<file path="src/design/quad_scanline_span_fill_defines.svh">
// Assertion macros used by the quad scanline span fill top level.
`ifndef QUAD_SCANLINE_SPAN_FILL_DEFINES_SVH
`define QUAD_SCANLINE_SPAN_FILL_DEFINES_SVH

// Condition that must hold at every clock edge out of reset.
`define QSF_ASSERT_CLK(lbl, cond, msg) \
	lbl: assert property (@(posedge clk) disable iff (!arst_n) (cond)) else $error(msg);

// Same-cycle implication.
`define QSF_ASSERT_IMP(lbl, ante, cons, msg) \
	lbl: assert property (@(posedge clk) disable iff (!arst_n) (ante) |-> (cons)) \
		else $error(msg);

// Next-cycle implication.
`define QSF_ASSERT_NXT(lbl, ante, cons, msg) \
	lbl: assert property (@(posedge clk) disable iff (!arst_n) (ante) |=> (cons)) \
		else $error(msg);

`endif

</file>
<file path="src/design/qsf_pkg.sv">
// Package with constants, types and state encodings of the quad scanline span fill.
package qsf_pkg;

	localparam int ROWS    = 34;
	localparam int COLS    = 90;
	localparam int CRD_W   = 12;
	localparam int ROW_W   = 6;
	localparam int COL_W   = 7;
	localparam int CODE_W  = 8;
	localparam int X_W     = CRD_W + 1;
	localparam int NUM_W   = 2 * X_W + 1;
	localparam int QUO_W   = CRD_W;
	localparam int DCNT_W  = $clog2(QUO_W);
	localparam int CNT_W   = 3;

	localparam logic signed [X_W-1:0] ROWS_S   = X_W'(ROWS);
	localparam logic signed [X_W-1:0] ROWS_MAX = X_W'(ROWS - 1);
	localparam logic signed [X_W-1:0] COLS_MAX = X_W'(COLS - 1);

	typedef enum logic [2:0] {
		ST_IDLE,
		ST_RANGE,
		ST_EDGE,
		ST_WAIT,
		ST_EMIT
	} seq_state_t;

	typedef enum logic [2:0] {
		XS_IDLE,
		XS_MUL1,
		XS_MUL2,
		XS_ABS,
		XS_DIV,
		XS_DONE
	} xs_state_t;

	typedef struct packed {
		logic                    start;
		logic signed [CRD_W-1:0] ax;
		logic signed [CRD_W-1:0] ay;
		logic signed [CRD_W-1:0] bx;
		logic signed [CRD_W-1:0] by;
		logic [ROW_W-1:0]        y;
	} xu_req_t;

	typedef struct packed {
		logic                  busy;
		logic                  done;
		logic signed [X_W-1:0] x;
	} xu_rsp_t;

endpackage

</file>
<file path="src/design/qsf_ifs.sv">
// Valid/ready channel interfaces for quad beats in and span beats out.
interface qsf_in_if;
	import qsf_pkg::*;

	logic                    valid;
	logic                    ready;
	logic signed [CRD_W-1:0] x0;
	logic signed [CRD_W-1:0] y0;
	logic signed [CRD_W-1:0] x1;
	logic signed [CRD_W-1:0] y1;
	logic signed [CRD_W-1:0] x2;
	logic signed [CRD_W-1:0] y2;
	logic signed [CRD_W-1:0] x3;
	logic signed [CRD_W-1:0] y3;
	logic                    all_valid;
	logic [CODE_W-1:0]       fill_code;

	modport source (output valid, x0, y0, x1, y1, x2, y2, x3, y3, all_valid, fill_code,
		input ready);
	modport sink (input valid, x0, y0, x1, y1, x2, y2, x3, y3, all_valid, fill_code,
		output ready);
endinterface

interface qsf_out_if;
	import qsf_pkg::*;

	logic              valid;
	logic              ready;
	logic [ROW_W-1:0]  row;
	logic [COL_W-1:0]  span_start;
	logic [COL_W-1:0]  span_end;
	logic              span_valid;
	logic [CODE_W-1:0] paint_code;
	logic              last;

	modport source (output valid, row, span_start, span_end, span_valid, paint_code, last,
		input ready);
	modport sink (input valid, row, span_start, span_end, span_valid, paint_code, last,
		output ready);
endinterface

</file>
<file path="src/design/qsf_xcross.sv">
// Edge crossing unit: one shared multiplier and a restoring divider, one quotient bit a cycle.
module qsf_xcross (
	input  logic              clk,
	input  logic              arst_n,
	input  qsf_pkg::xu_req_t  req,
	output qsf_pkg::xu_rsp_t  rsp
);
	import qsf_pkg::*;

	xs_state_t               state_q, state_d;
	logic signed [X_W-1:0]   ax_q, d_q, dy_q, dx_q;
	logic signed [NUM_W-1:0] acc_q;
	logic                    neg_q;
	logic [CRD_W-1:0]        dmag_q;
	logic [CRD_W-1:0]        rem_q;
	logic [QUO_W-1:0]        quo_q;
	logic [DCNT_W-1:0]       cnt_q;

	logic signed [X_W-1:0]     mul_a, mul_b;
	logic signed [2*X_W-1:0]   prod;
	logic signed [NUM_W-1:0]   acc_abs;
	logic signed [X_W-1:0]     d_abs;
	logic [CRD_W:0]            trial;
	logic                      ge;

	assign mul_a   = (state_q == XS_MUL1) ? ax_q : dy_q;
	assign mul_b   = (state_q == XS_MUL1) ? d_q : dx_q;
	assign prod    = mul_a * mul_b;
	assign acc_abs = acc_q[NUM_W-1] ? -acc_q : acc_q;
	assign d_abs   = d_q[X_W-1] ? -d_q : d_q;
	assign trial   = {rem_q, quo_q[QUO_W-1]};
	assign ge      = trial >= {1'b0, dmag_q};

	always_comb begin
		state_d = state_q;
		unique case (state_q)
			XS_IDLE: if (req.start) state_d = XS_MUL1;
			XS_MUL1: state_d = XS_MUL2;
			XS_MUL2: state_d = XS_ABS;
			XS_ABS:  state_d = XS_DIV;
			XS_DIV:  if (cnt_q == DCNT_W'(QUO_W - 1)) state_d = XS_DONE;
			XS_DONE: state_d = XS_IDLE;
			default: state_d = XS_IDLE;
		endcase
	end

	always_comb begin
		rsp.busy = (state_q != XS_IDLE);
		rsp.done = (state_q == XS_DONE);
		rsp.x    = neg_q ? -X_W'(quo_q) : X_W'(quo_q);
	end

	always_ff @(posedge clk or negedge arst_n) begin
		if (!arst_n) begin
			state_q <= XS_IDLE;
		end else begin
			state_q <= state_d;
		end
	end

	always_ff @(posedge clk) begin
		unique case (state_q)
			XS_IDLE: begin
				if (req.start) begin
					ax_q <= X_W'(req.ax);
					d_q  <= X_W'(req.by) - X_W'(req.ay);
					dy_q <= $signed(X_W'(req.y)) - X_W'(req.ay);
					dx_q <= X_W'(req.bx) - X_W'(req.ax);
				end
			end
			XS_MUL1: acc_q <= NUM_W'(prod);
			XS_MUL2: acc_q <= acc_q + NUM_W'(prod);
			XS_ABS: begin
				neg_q  <= acc_q[NUM_W-1] ^ d_q[X_W-1];
				dmag_q <= d_abs[CRD_W-1:0];
				rem_q  <= acc_abs[QUO_W+CRD_W-1:QUO_W];
				quo_q  <= acc_abs[QUO_W-1:0];
				cnt_q  <= '0;
			end
			XS_DIV: begin
				rem_q <= ge ? CRD_W'(trial - {1'b0, dmag_q}) : trial[CRD_W-1:0];
				quo_q <= {quo_q[QUO_W-2:0], ge};
				cnt_q <= cnt_q + 1'b1;
			end
			XS_DONE: begin
			end
			default: begin
			end
		endcase
	end

endmodule

</file>
<file path="src/design/quad_scanline_span_fill.sv">
// Top level of the quad scanline span fill: row sequencer, edge unit and output register.
// A quad beat scans its rows in order; each edge that crosses a row runs the shared multiply
// and 12-step divide of the edge unit. One quad is in work at a time.
// The first span beat follows acceptance through the range state, any edge and wait states,
// the emit state and the output register; a held output stalls the rows.
// Reset clears the sequencer, the edge unit state and the output valid.
`include "quad_scanline_span_fill_defines.svh"

module quad_scanline_span_fill (
	input logic      clk,
	input logic      arst_n,
	qsf_in_if.sink   quad,
	qsf_out_if.source span
);
	import qsf_pkg::*;

	seq_state_t              state_q, state_d;
	logic signed [CRD_W-1:0] px_q [4];
	logic signed [CRD_W-1:0] py_q [4];
	logic                    all_valid_q;
	logic [CODE_W-1:0]       code_q;
	logic [ROW_W-1:0]        row_q, hi_q;
	logic [1:0]              e_q;
	logic [CNT_W-1:0]        cnt_q;
	logic signed [X_W-1:0]   mn_q, mx_q;

	logic                    out_vld_q;
	logic [ROW_W-1:0]        out_row_q;
	logic [COL_W-1:0]        out_s_q, out_e_q;
	logic                    out_ok_q, out_last_q;
	logic [CODE_W-1:0]       out_code_q;

	xu_req_t                 xu_req;
	xu_rsp_t                 xu_rsp;

	logic signed [X_W-1:0]   lo_w, hi_w, ys, ay_w, by_w;
	logic                    blank, in_rng, adv, hit, load_out, is_last;
	logic signed [X_W-1:0]   s_w, e_w;
	logic                    ok_w;

	qsf_xcross u_xcross (
		.clk    (clk),
		.arst_n (arst_n),
		.req    (xu_req),
		.rsp    (xu_rsp)
	);

	always_comb begin
		lo_w = ROWS_S;
		hi_w = '0;
		for (int i = 0; i < 4; i++) begin
			if (X_W'(py_q[i]) < lo_w) lo_w = X_W'(py_q[i]);
			if (X_W'(py_q[i]) > hi_w) hi_w = X_W'(py_q[i]);
		end
		if (lo_w < 0) lo_w = '0;
		if (hi_w > ROWS_MAX) hi_w = ROWS_MAX;
		blank = !all_valid_q || (lo_w > hi_w);
	end

	assign ys     = $signed(X_W'(row_q));
	assign ay_w   = X_W'(py_q[0]);
	assign by_w   = X_W'(py_q[1]);
	assign in_rng = (ay_w != by_w) &&
		((ys >= ay_w && ys < by_w) || (ys >= by_w && ys < ay_w));
	assign is_last = (row_q == hi_q);

	assign s_w  = (mn_q < 0) ? '0 : mn_q;
	assign e_w  = (mx_q > COLS_MAX) ? COLS_MAX : mx_q;
	assign ok_w = (cnt_q >= CNT_W'(2)) && (s_w <= e_w);

	always_comb begin
		state_d = state_q;
		unique case (state_q)
			ST_IDLE:  if (quad.valid) state_d = ST_RANGE;
			ST_RANGE: state_d = blank ? ST_EMIT : ST_EDGE;
			ST_EDGE: begin
				if (in_rng) state_d = ST_WAIT;
				else if (e_q == 2'd3) state_d = ST_EMIT;
			end
			ST_WAIT: begin
				if (xu_rsp.done) state_d = (e_q == 2'd3) ? ST_EMIT : ST_EDGE;
			end
			ST_EMIT: begin
				if (load_out) state_d = is_last ? ST_IDLE : ST_EDGE;
			end
			default: state_d = ST_IDLE;
		endcase
	end

	always_comb begin
		quad.ready   = (state_q == ST_IDLE);
		xu_req.start = (state_q == ST_EDGE) && in_rng;
		xu_req.ax    = px_q[0];
		xu_req.ay    = py_q[0];
		xu_req.bx    = px_q[1];
		xu_req.by    = py_q[1];
		xu_req.y     = row_q;
		hit          = (state_q == ST_WAIT) && xu_rsp.done;
		adv          = ((state_q == ST_EDGE) && !in_rng) || hit;
		load_out     = (state_q == ST_EMIT) && (!out_vld_q || span.ready);
	end

	always_ff @(posedge clk or negedge arst_n) begin
		if (!arst_n) begin
			state_q   <= ST_IDLE;
			out_vld_q <= 1'b0;
		end else begin
			state_q <= state_d;
			if (load_out) begin
				out_vld_q <= 1'b1;
			end else if (span.ready) begin
				out_vld_q <= 1'b0;
			end
		end
	end

	always_ff @(posedge clk) begin
		if (quad.valid && quad.ready) begin
			px_q[0]     <= quad.x0;
			py_q[0]     <= quad.y0;
			px_q[1]     <= quad.x1;
			py_q[1]     <= quad.y1;
			px_q[2]     <= quad.x2;
			py_q[2]     <= quad.y2;
			px_q[3]     <= quad.x3;
			py_q[3]     <= quad.y3;
			all_valid_q <= quad.all_valid;
			code_q      <= quad.fill_code;
		end
		if (state_q == ST_RANGE) begin
			row_q <= blank ? '0 : lo_w[ROW_W-1:0];
			hi_q  <= blank ? '0 : hi_w[ROW_W-1:0];
			cnt_q <= '0;
			e_q   <= '0;
		end
		if (adv) begin
			for (int i = 0; i < 4; i++) begin
				px_q[i] <= px_q[(i + 1) % 4];
				py_q[i] <= py_q[(i + 1) % 4];
			end
			e_q <= e_q + 1'b1;
		end
		if (hit) begin
			if (cnt_q == '0 || xu_rsp.x < mn_q) mn_q <= xu_rsp.x;
			if (cnt_q == '0 || xu_rsp.x > mx_q) mx_q <= xu_rsp.x;
			cnt_q <= cnt_q + 1'b1;
		end
		if (load_out) begin
			out_row_q  <= row_q;
			out_s_q    <= ok_w ? s_w[COL_W-1:0] : '0;
			out_e_q    <= ok_w ? e_w[COL_W-1:0] : '0;
			out_ok_q   <= ok_w;
			out_last_q <= is_last;
			out_code_q <= code_q;
			if (!is_last) begin
				row_q <= row_q + 1'b1;
				cnt_q <= '0;
			end
		end
	end

	assign span.valid      = out_vld_q;
	assign span.row        = out_row_q;
	assign span.span_start = out_s_q;
	assign span.span_end   = out_e_q;
	assign span.span_valid = out_ok_q;
	assign span.paint_code = out_code_q;
	assign span.last       = out_last_q;

	`QSF_ASSERT_IMP(a_start_idle, xu_req.start, !xu_rsp.busy, "Edge unit started while busy.")
	`QSF_ASSERT_IMP(a_done_in_wait, xu_rsp.done, state_q == ST_WAIT, "Crossing done outside wait.")
	`QSF_ASSERT_IMP(a_cnt_range, state_q != ST_IDLE && state_q != ST_RANGE,
		cnt_q <= CNT_W'(4), "More than four crossings on a row.")
	`QSF_ASSERT_NXT(a_load_shows, load_out, span.valid, "Loaded span beat not presented.")

endmodule
</file>
<file path="src/flat_wrapper.sv">
// flat-port wrapper written by rule: the top's interface ports become plain ports
module quad_scanline_span_fill_flat import qsf_pkg::*;
  (clk, arst_n, quad_valid, quad_x0, quad_y0, quad_x1, quad_y1, quad_x2, quad_y2, quad_x3, quad_y3, quad_all_valid, quad_fill_code, quad_ready, span_valid, span_row, span_span_start, span_span_end, span_span_valid, span_paint_code, span_last, span_ready);
  qsf_in_if quad_i ();
  qsf_out_if span_i ();
  input logic clk;
  input logic arst_n;
  input wire logic [$bits(quad_i.valid)-1:0] quad_valid;
  input wire logic [$bits(quad_i.x0)-1:0] quad_x0;
  input wire logic [$bits(quad_i.y0)-1:0] quad_y0;
  input wire logic [$bits(quad_i.x1)-1:0] quad_x1;
  input wire logic [$bits(quad_i.y1)-1:0] quad_y1;
  input wire logic [$bits(quad_i.x2)-1:0] quad_x2;
  input wire logic [$bits(quad_i.y2)-1:0] quad_y2;
  input wire logic [$bits(quad_i.x3)-1:0] quad_x3;
  input wire logic [$bits(quad_i.y3)-1:0] quad_y3;
  input wire logic [$bits(quad_i.all_valid)-1:0] quad_all_valid;
  input wire logic [$bits(quad_i.fill_code)-1:0] quad_fill_code;
  output wire logic [$bits(quad_i.ready)-1:0] quad_ready;
  output wire logic [$bits(span_i.valid)-1:0] span_valid;
  output wire logic [$bits(span_i.row)-1:0] span_row;
  output wire logic [$bits(span_i.span_start)-1:0] span_span_start;
  output wire logic [$bits(span_i.span_end)-1:0] span_span_end;
  output wire logic [$bits(span_i.span_valid)-1:0] span_span_valid;
  output wire logic [$bits(span_i.paint_code)-1:0] span_paint_code;
  output wire logic [$bits(span_i.last)-1:0] span_last;
  input wire logic [$bits(span_i.ready)-1:0] span_ready;
  assign quad_i.valid = quad_valid;
  assign quad_i.x0 = quad_x0;
  assign quad_i.y0 = quad_y0;
  assign quad_i.x1 = quad_x1;
  assign quad_i.y1 = quad_y1;
  assign quad_i.x2 = quad_x2;
  assign quad_i.y2 = quad_y2;
  assign quad_i.x3 = quad_x3;
  assign quad_i.y3 = quad_y3;
  assign quad_i.all_valid = quad_all_valid;
  assign quad_i.fill_code = quad_fill_code;
  assign quad_ready = quad_i.ready;
  assign span_valid = span_i.valid;
  assign span_row = span_i.row;
  assign span_span_start = span_i.span_start;
  assign span_span_end = span_i.span_end;
  assign span_span_valid = span_i.span_valid;
  assign span_paint_code = span_i.paint_code;
  assign span_last = span_i.last;
  assign span_i.ready = span_ready;
  quad_scanline_span_fill u_core (.clk(clk), .arst_n(arst_n), .quad(quad_i), .span(span_i));
endmodule
</file>
<file path="config.mk">
export PLATFORM = sky130hd
export DESIGN_NAME = quad_scanline_span_fill_flat
export DESIGN_NICKNAME = d
export VERILOG_FILES = /design/src/design/qsf_pkg.sv /design/src/design/qsf_ifs.sv /design/src/design/qsf_xcross.sv /design/src/design/quad_scanline_span_fill.sv /design/src/flat_wrapper.sv
export VERILOG_INCLUDE_DIRS = /design/src /design/src/design
export SDC_FILE = /design/constraint.sdc
export NUM_CORES = 1
export LEC_CHECK = 0
export ABC_AREA = 1
export BUFFER_PORTS_ARGS = -buffer_cell sky130_fd_sc_hd__buf_4
export CAP_MARGIN = 20
export CORE_ASPECT_RATIO = 1.25
export CORE_MARGIN = 3
export CORE_UTILIZATION = 64
export DETAILED_ROUTE_END_ITERATION = 12
export PLACE_DENSITY = 0.83
export RECOVER_POWER = 100
export SETUP_SLACK_MARGIN = 0.15
export SYNTH_ARGS = -nofsm -noshare
export SYNTH_HDL_FRONTEND = slang
export SYNTH_HIERARCHICAL = 1
export SYNTH_SLANG_ARGS = --single-unit
</file>
<file path="constraint.sdc">
create_clock -name clk -period 11.43 [get_ports clk]
set_input_delay 3.429 -clock clk [delete_from_list [all_inputs] [get_ports clk]]
set_output_delay 3.429 -clock clk [all_outputs]
set_load 0.05 [all_outputs]
</file>
==> results.toml, run 1 <==
[die]
die_w_um = 194
rows = 85
ios = 141
start_util_pct = 65.3
fp.dieH_um = 241
die_area_um2 = 46900
core_area_um2 = 43500

[status]
violations = "max-capacitance violations, max-slew violations"
outcome = "finished, violations left"

[logic_synthesis]
synth_edf_count = 288
synth.distinct_cells = 60
synth_flop_cell = "edfxtp_1"
yosys_warnings = 6
yosysTopAreaCell = "edfxtp_1"
synth_area_um2 = 28400
ys_seq_elements = 304
synth_area_per_cell_um2 = 8.04
yosys.area.top_type_share_pct = 30.5
synth_area_leaders = "edfxtp_1 (30%), nand2_1 (13%), ha_1 (12%)"
ys_seq_area_share_pct = 31.7
synth_most_common_cell = "nand2_1"
yosys-top-cells-count = "nand2_1 (983), inv_1 (538), nor2_1 (310)"
syn_inst = 3532
syn_nets = 4079
ys_async_sr_fraction_pct = 2.30

[timing]
max_clock_freq_ghz = 0.0966
rsz0062_at_grt = "false"
finClkSkew_ns = 0.0176
hold_viol = 0
worst_slew_pin_slew_ns = 3.72
tns_ns = 0
setup_viol = 0
fin_crit_sh_pct = 90.5
max-slew-margin-rel_pct = -148
period_minus_slack_ns = 10.35
finalWorstSetupSlack_ns = 1.08
slew_violations = 382

[global_routing]
antenna_found_initial = 0
grt.total_usage_pct = 32.0
grt_first_pass_wirelength_um = 121000
grt_overflow = 0
grt_pass1_vias = 24000
grt_max_degree = 98

[clock_tree]
clk_pin_slew_ns = 0.06
clockRootBuffer = "clkbuf_16"
postCtsSetupBuffers = 0
tritoncts = "built"
htree_levels = 2
insertion_delay_ns = 0.56
cts_resized = 0
cts_inserted_buffers = 35
hold_buffers = 0
clock_sinks = 304
clock_path_buffers = 3

[power]
p_seq_share_pct = 48.4
swShare_pct = 21.7
power_frac_clock_pct = 47.7
internal-power_mw = 1.95
power_density_nw_per_um2 = 80.5
leakage_nw = 15.1
p_comb_share_pct = 3.9
ir_drop_uv = 131
finalPower_mw = 2.50
power.switching_mw = 0.541

[cells_and_area]
drive_above_1_share_pct = 6.73
num_antenna_cells = 0
fillers = 3421
stdcell_area_um2 = 31000
finalNetCount = 4206
synthToLayoutAreaGrowth_pct = 9.20

[placed_design]
gp_congestion = 1.03
place_hpwl_um = 58800
place.port_buffers = 140
place_ws_ns = 1.99
postPlaceCellArea_um2 = 30000

[detailed_routing]
wire_per_inst_um = 17.8
drtPass1Iterations = 8
postRouteWirelength_um = 75500
via_count = 24400
vias_per_cell = 5.73
drc_errors = 0
final_antenna_net_count = 0
drt_iter0_drc = 1735

[job]
cap_violations = 8

[worst_setup_path]
worstRegToRegCells = 34
end_kind = "flip-flop"
cp.required_ns = 11.76
worst-path-max-fanout = 37
critPathArrivalTime_ns = 10.68
crit_path_frequent_cell = "inv_1"
slowest_delay_ns = 1.51
critPathSlowestCell = "clkbuf_1"
path_class = "reg2reg"
cp-start-kind = "flip-flop"

[worst_hold_path]
hold_path_depth = 0
hold_class = "reg2reg"
[final cells by class]
class | instances | area, um2 | area share [%]
Clock buffer | 43 | 958 | 3.09
Clock inverter | 21 | 269 | 0.868
Inverter | 560 | 2110 | 6.79
Multi-Input combinational cell | 2600 | 16900 | 54.7
Sequential cell | 304 | 9000 | 29.0
Tap cell | 565 | 707 | 2.28
Timing Repair Buffer | 158 | 1010 | 3.27
[placed cells by master, fill, tap and decap left out, drive strengths merged, types with 9 or more instances in the layout]
master	n
xor2	80
dfxtp	9
ha	271
clkbuf	100
nor4	9
a211oi	12
inv	561
xnor2	40
nor2	316
o211ai	11
o21ai	203
nand2	997
edfxtp	288
nor3	47
clkinv	12
nand3	152
or2	14
nand4	55
buf	101
fa	167
o21bai	11
a21oi	150
[worst max-delay path, delay by kind of cell (launching register included)]
family / cells / cell delay (ns)
fa+ha+maj: 8 / 3.79
buf+inv: 11 / 2.72
compound gates: 4 / 1.68
simple gates: 10 / 1.27
flops: 1 / 0.41
xor+xnor: 1 / 0.24
[layer usage]
metal | GRT usage [%] | wire length (um)
met2 | 56.4 | 37100
met4 | 15.7 | 4160
met5 | 0 | 0
met1 | 38.8 | 29000
met3 | 4.80 | 5240
[sequential cells by signal, indices dropped and copies added (netlist names), 8 cells and up]
signal and count:
u_core/code_q 8, u_core/mn_q 13, u_core/mx_q 13, u_core/px_q 48
u_core/py_q 48, u_core/span.paint_code 8, u_core/u_xcross/acc_q 27, u_core/u_xcross/ax_q 12
u_core/u_xcross/d_q 13, u_core/u_xcross/dmag_q 12, u_core/u_xcross/dx_q 13, u_core/u_xcross/dy_q 13
u_core/u_xcross/quo_q 12, u_core/u_xcross/rem_q 12
[cell families after synthesis]
group | synth area share (%)
compound gates | 8.85
simple gates | 23.5
buf+inv | 8.53
flops | 31.7
other cells | 0.0132
fa+ha+maj | 23.7
xor+xnor | 3.70
[metrics by stage]
stage	std cells	util, %	hold slack [ns]
CTS	4251	71.8	0.416
global placement	4187	69.0	0.400
global route	4251	71.3	0.430
floorplan	3532	-	0.400
finish	4251	71.3	0.415
detailed placement	4187	69.0	0.405
[path summary, 6_finish.rpt]
kind,end,slack [ns],startpoint
max,u_core/u_xcross/acc_q[17]$_DFFE_PP_,1.08,u_core/u_xcross/state_q[0]$_DFFE_PN0P_
min,u_core/span.paint_code[4]$_DFFE_PP_,0.42,u_core/code_q[4]$_DFFE_PP_
max reg2reg,u_core/u_xcross/acc_q[17]$_DFFE_PP_,1.08,u_core/u_xcross/state_q[0]$_DFFE_PN0P_
min reg2reg,u_core/span.paint_code[4]$_DFFE_PP_,0.42,u_core/code_q[4]$_DFFE_PP_
max in group asynchronous,u_core/u_xcross/state_q[2]$_DFFE_PN0P_,8.28,arst_n
min in group asynchronous,u_core/state_q[2]$_DFFE_PN0P_,2.81,arst_n
[power groups by stage]
stage / Sequential, mW / Clock, mW / Combinational [mW]
global placement: 1.23 / 0 / 0.0949
detailed placement: 1.23 / 0 / 0.0970
global route: 1.21 / 1.25 / 0.110
finish: 1.21 / 1.19 / 0.0977
CTS: 1.21 / 1.21 / 0.0980
floorplan: 1.23 / 0 / 0.0546
Note: power is estimated with default switching activity, not from simulation.
==> inputs of run 2 (changes only) <==
- ABC_AREA: 1 -> not set
==> run 2 against run 1 <==
The run still ends with max-capacitance violations, max-slew violations left; synthesized cell count shrank 21%; final cell count shrank 18%; synthesized area shrank 3.9%; via count shrank 11%; global-route usage grew 0.98 points; fmax shrank 2.6%; highest routed layer unchanged.
==> results.toml, run 2 <==
[die]
fp.dieH_um = 237
core_area_um2 = 41500
die_area_um2 = 45200
ios = 141
die_w_um = 191
start_util_pct = 65.7
rows = 83

[logic_synthesis]
yosys-top-cells-count = "inv_1 (322), nand2_1 (309), edfxtp_1 (288)"
synth.distinct_cells = 93
synth_area_um2 = 27300
ys_async_sr_fraction_pct = 2.30
ys_seq_area_share_pct = 33.0
synth_area_per_cell_um2 = 9.81
ys_seq_elements = 304
yosys.area.top_type_share_pct = 31.7
yosys_warnings = 6
yosysTopAreaCell = "edfxtp_1"
syn_inst = 2780
synth_edf_count = 288
synth_area_leaders = "edfxtp_1 (32%), ha_1 (12%), fa_1 (12%)"
syn_nets = 3327
synth_flop_cell = "edfxtp_1"
synth_most_common_cell = "inv_1"

[placed_design]
place.port_buffers = 140
gp_congestion = 1.03
place_hpwl_um = 57500

[global_routing]
grt_first_pass_wirelength_um = 118000
grt_max_degree = 94
grt_pass1_vias = 22200
grt_overflow = 0
antenna_found_initial = 0
grt.total_usage_pct = 33.0

[cells_and_area]
fillers = 3019
drive_above_1_share_pct = 9.60
top_regs = "u_core/px_q: 48 flops, u_core/py_q: 48 flops, u_core/u_xcross/acc_q: 27 flops"
multiInputGateArea_um2 = 16800
layout_common_cells = "inv_1 (322), nand2_1 (309), edfxtp_1 (288), ha_1 (271), nor2_1 (227)"
finalNetCount = 3458
regArea_um2 = 9000
num_antenna_cells = 0
final_common_cell = "inv_1"
synthToLayoutAreaGrowth_pct = 10.2

[worst_setup_path]
critPathSlowestCell = "clkbuf_1"
critPathArrivalTime_ns = 10.92
cp.required_ns = 11.73
end_kind = "flip-flop"
slowest_delay_ns = 1.05
r2r-end = "u_core/u_xcross/acc_q[26]$_DFFE_PP_"
r2r_slack_ns = 0.81
worst-path-max-fanout = 28
timing.rr.start = "u_core/u_xcross/state_q[2]$_DFFE_PN0P_"
cp-start-kind = "flip-flop"
path_class = "reg2reg"
worstRegToRegCells = 30
crit_path_frequent_cell = "fa_1"

[worst_hold_path]
hold_path_depth = 0
hold_class = "reg2reg"
hold_path_startpoint = "u_core/code_q[1]$_DFFE_PP_"
hold_path_end = "u_core/span.paint_code[1]$_DFFE_PP_"

[detailed_routing]
postRouteWirelength_um = 74100
drc_errors = 0
wire_per_inst_um = 21.2
via_count = 21600
vias_per_cell = 6.19
final_antenna_net_count = 0
drtPass1Iterations = 5
drt_iter0_drc = 1616

[clock_tree]
tritoncts = "built"
clk_pin_slew_ns = 0.06
htree_levels = 2
clock_path_buffers = 3
clockRootBuffer = "clkbuf_16"
postCtsSetupBuffers = 0
hold_buffers = 0
insertion_delay_ns = 0.56
cts_resized = 0
cts_inserted_buffers = 35
clock_sinks = 304

[timing]
hold_viol = 0
finClkSkew_ns = 0.0127
max-slew-margin-rel_pct = -176
worst_slew_pin_slew_ns = 4.14
fin_crit_sh_pct = 92.9
setup_viol = 0
slew_violations = 384
tns_ns = 0
max_clock_freq_ghz = 0.0941
rsz0062_at_grt = "false"
period_minus_slack_ns = 10.62

[job]
cap_violations = 8

[status]
violations = "max-capacitance violations, max-slew violations"
outcome = "finished, violations left"
==> run 2: changes by cell type in the layout (fill, tap and decap cells not counted), moves of 37 or more <==
cell and delta:
xor2_1 -37, mux2i_1 +67, a21oi_1 -42, mux2_2 +74
nand2_1 -674, nand2b_1 +47, nor2_1 -81, inv_1 -219
xnor2_1 +56, nand3_1 -111, a21o_1 +38
==> run 2: kinds of logic after synthesis <==
logic type / after synthesis / synth area share (%)
compound gates: 513 / 12.2
xor+xnor: 139 / 4.46
fa+ha+maj: 441 / 24.8
buf+inv: 394 / 5.49
flops: 304 / 33.0
mux: 147 / 5.77
other cells: 1 / 0.0137
simple gates: 841 / 14.3
==> run 2: worst max-delay path by stage <==
stage,start,end,slack (ns),cells after the start
global placement,u_core/py_q[0][9]$_DFFE_PP_,u_core/hi_q[0]$_SDFFCE_PP0P_,0.94,42
CTS,u_core/py_q[0][8]$_DFFE_PP_,u_core/hi_q[0]$_SDFFCE_PP0P_,0.70,42
floorplan,u_core/py_q[0][8]$_DFFE_PP_,u_core/hi_q[0]$_SDFFCE_PP0P_,1.70,49
detailed placement,u_core/py_q[0][8]$_DFFE_PP_,u_core/hi_q[0]$_SDFFCE_PP0P_,0.73,42
finish,u_core/u_xcross/state_q[2]$_DFFE_PN0P_,u_core/u_xcross/acc_q[26]$_DFFE_PP_,0.81,30
global route,u_core/py_q[0][8]$_DFFE_PP_,u_core/hi_q[0]$_SDFFCE_PP0P_,0.15,44
==> run 2: cell type report <==
| class | count | share of cell area (%) |
|---|---|---|
| multi-input cells | 2082 | 55.9 |
| flip-flops and latches | 304 | 30.0 |
| inverters | 322 | 4.02 |
| repair buffers | 166 | 3.55 |
| clock buffers | 46 | 3.36 |
| well taps | 552 | 2.30 |
| clock inverters | 18 | 0.945 |
==> run 2: per-stage QoR <==
| stage | worst slack, ns | area [um2] | hold slack, ns | std cells | utilization, % |
|---|---|---|---|---|---|
| after floorplan | 1.70 | 27300 | 0.400 | 2780 | - |
| after global placement | 0.942 | 29000 | 0.401 | 3424 | 69.7 |
| after detailed placement | 0.731 | 29000 | 0.405 | 3424 | 69.7 |
| after CTS | 0.696 | 30200 | 0.418 | 3488 | 72.8 |
| after global routing | 0.149 | 30100 | 0.424 | 3490 | 72.4 |
| final | 0.807 | 30100 | 0.410 | 3490 | 72.4 |
==> run 2: worst max-delay path, delay by kind of cell, from the launching register on <==
kind / cells / cell delay [ns]
flip-flops: 1 / 0.51
AO/OA/AOI/OAI: 8 / 2.45
buffers and inverters: 5 / 1.26
AND/OR/NAND/NOR: 5 / 1.10
XOR/XNOR: 2 / 0.38
adder cells (fa/ha/maj): 8 / 3.72
multiplexers: 2 / 0.95
==> run 2: layer usage <==
layer / GRT usage, % / part of all wire (%)
met4: 15.2 / 5.2
met2: 56.1 / 49
met5: 0 / 0
met3: 5.42 / 6.9
met1: 41.2 / 39
Power of run 2 is left out: the tool's default activity adds up to more than one toggle a clock period on the data nets, which glitch-free logic cannot reach.
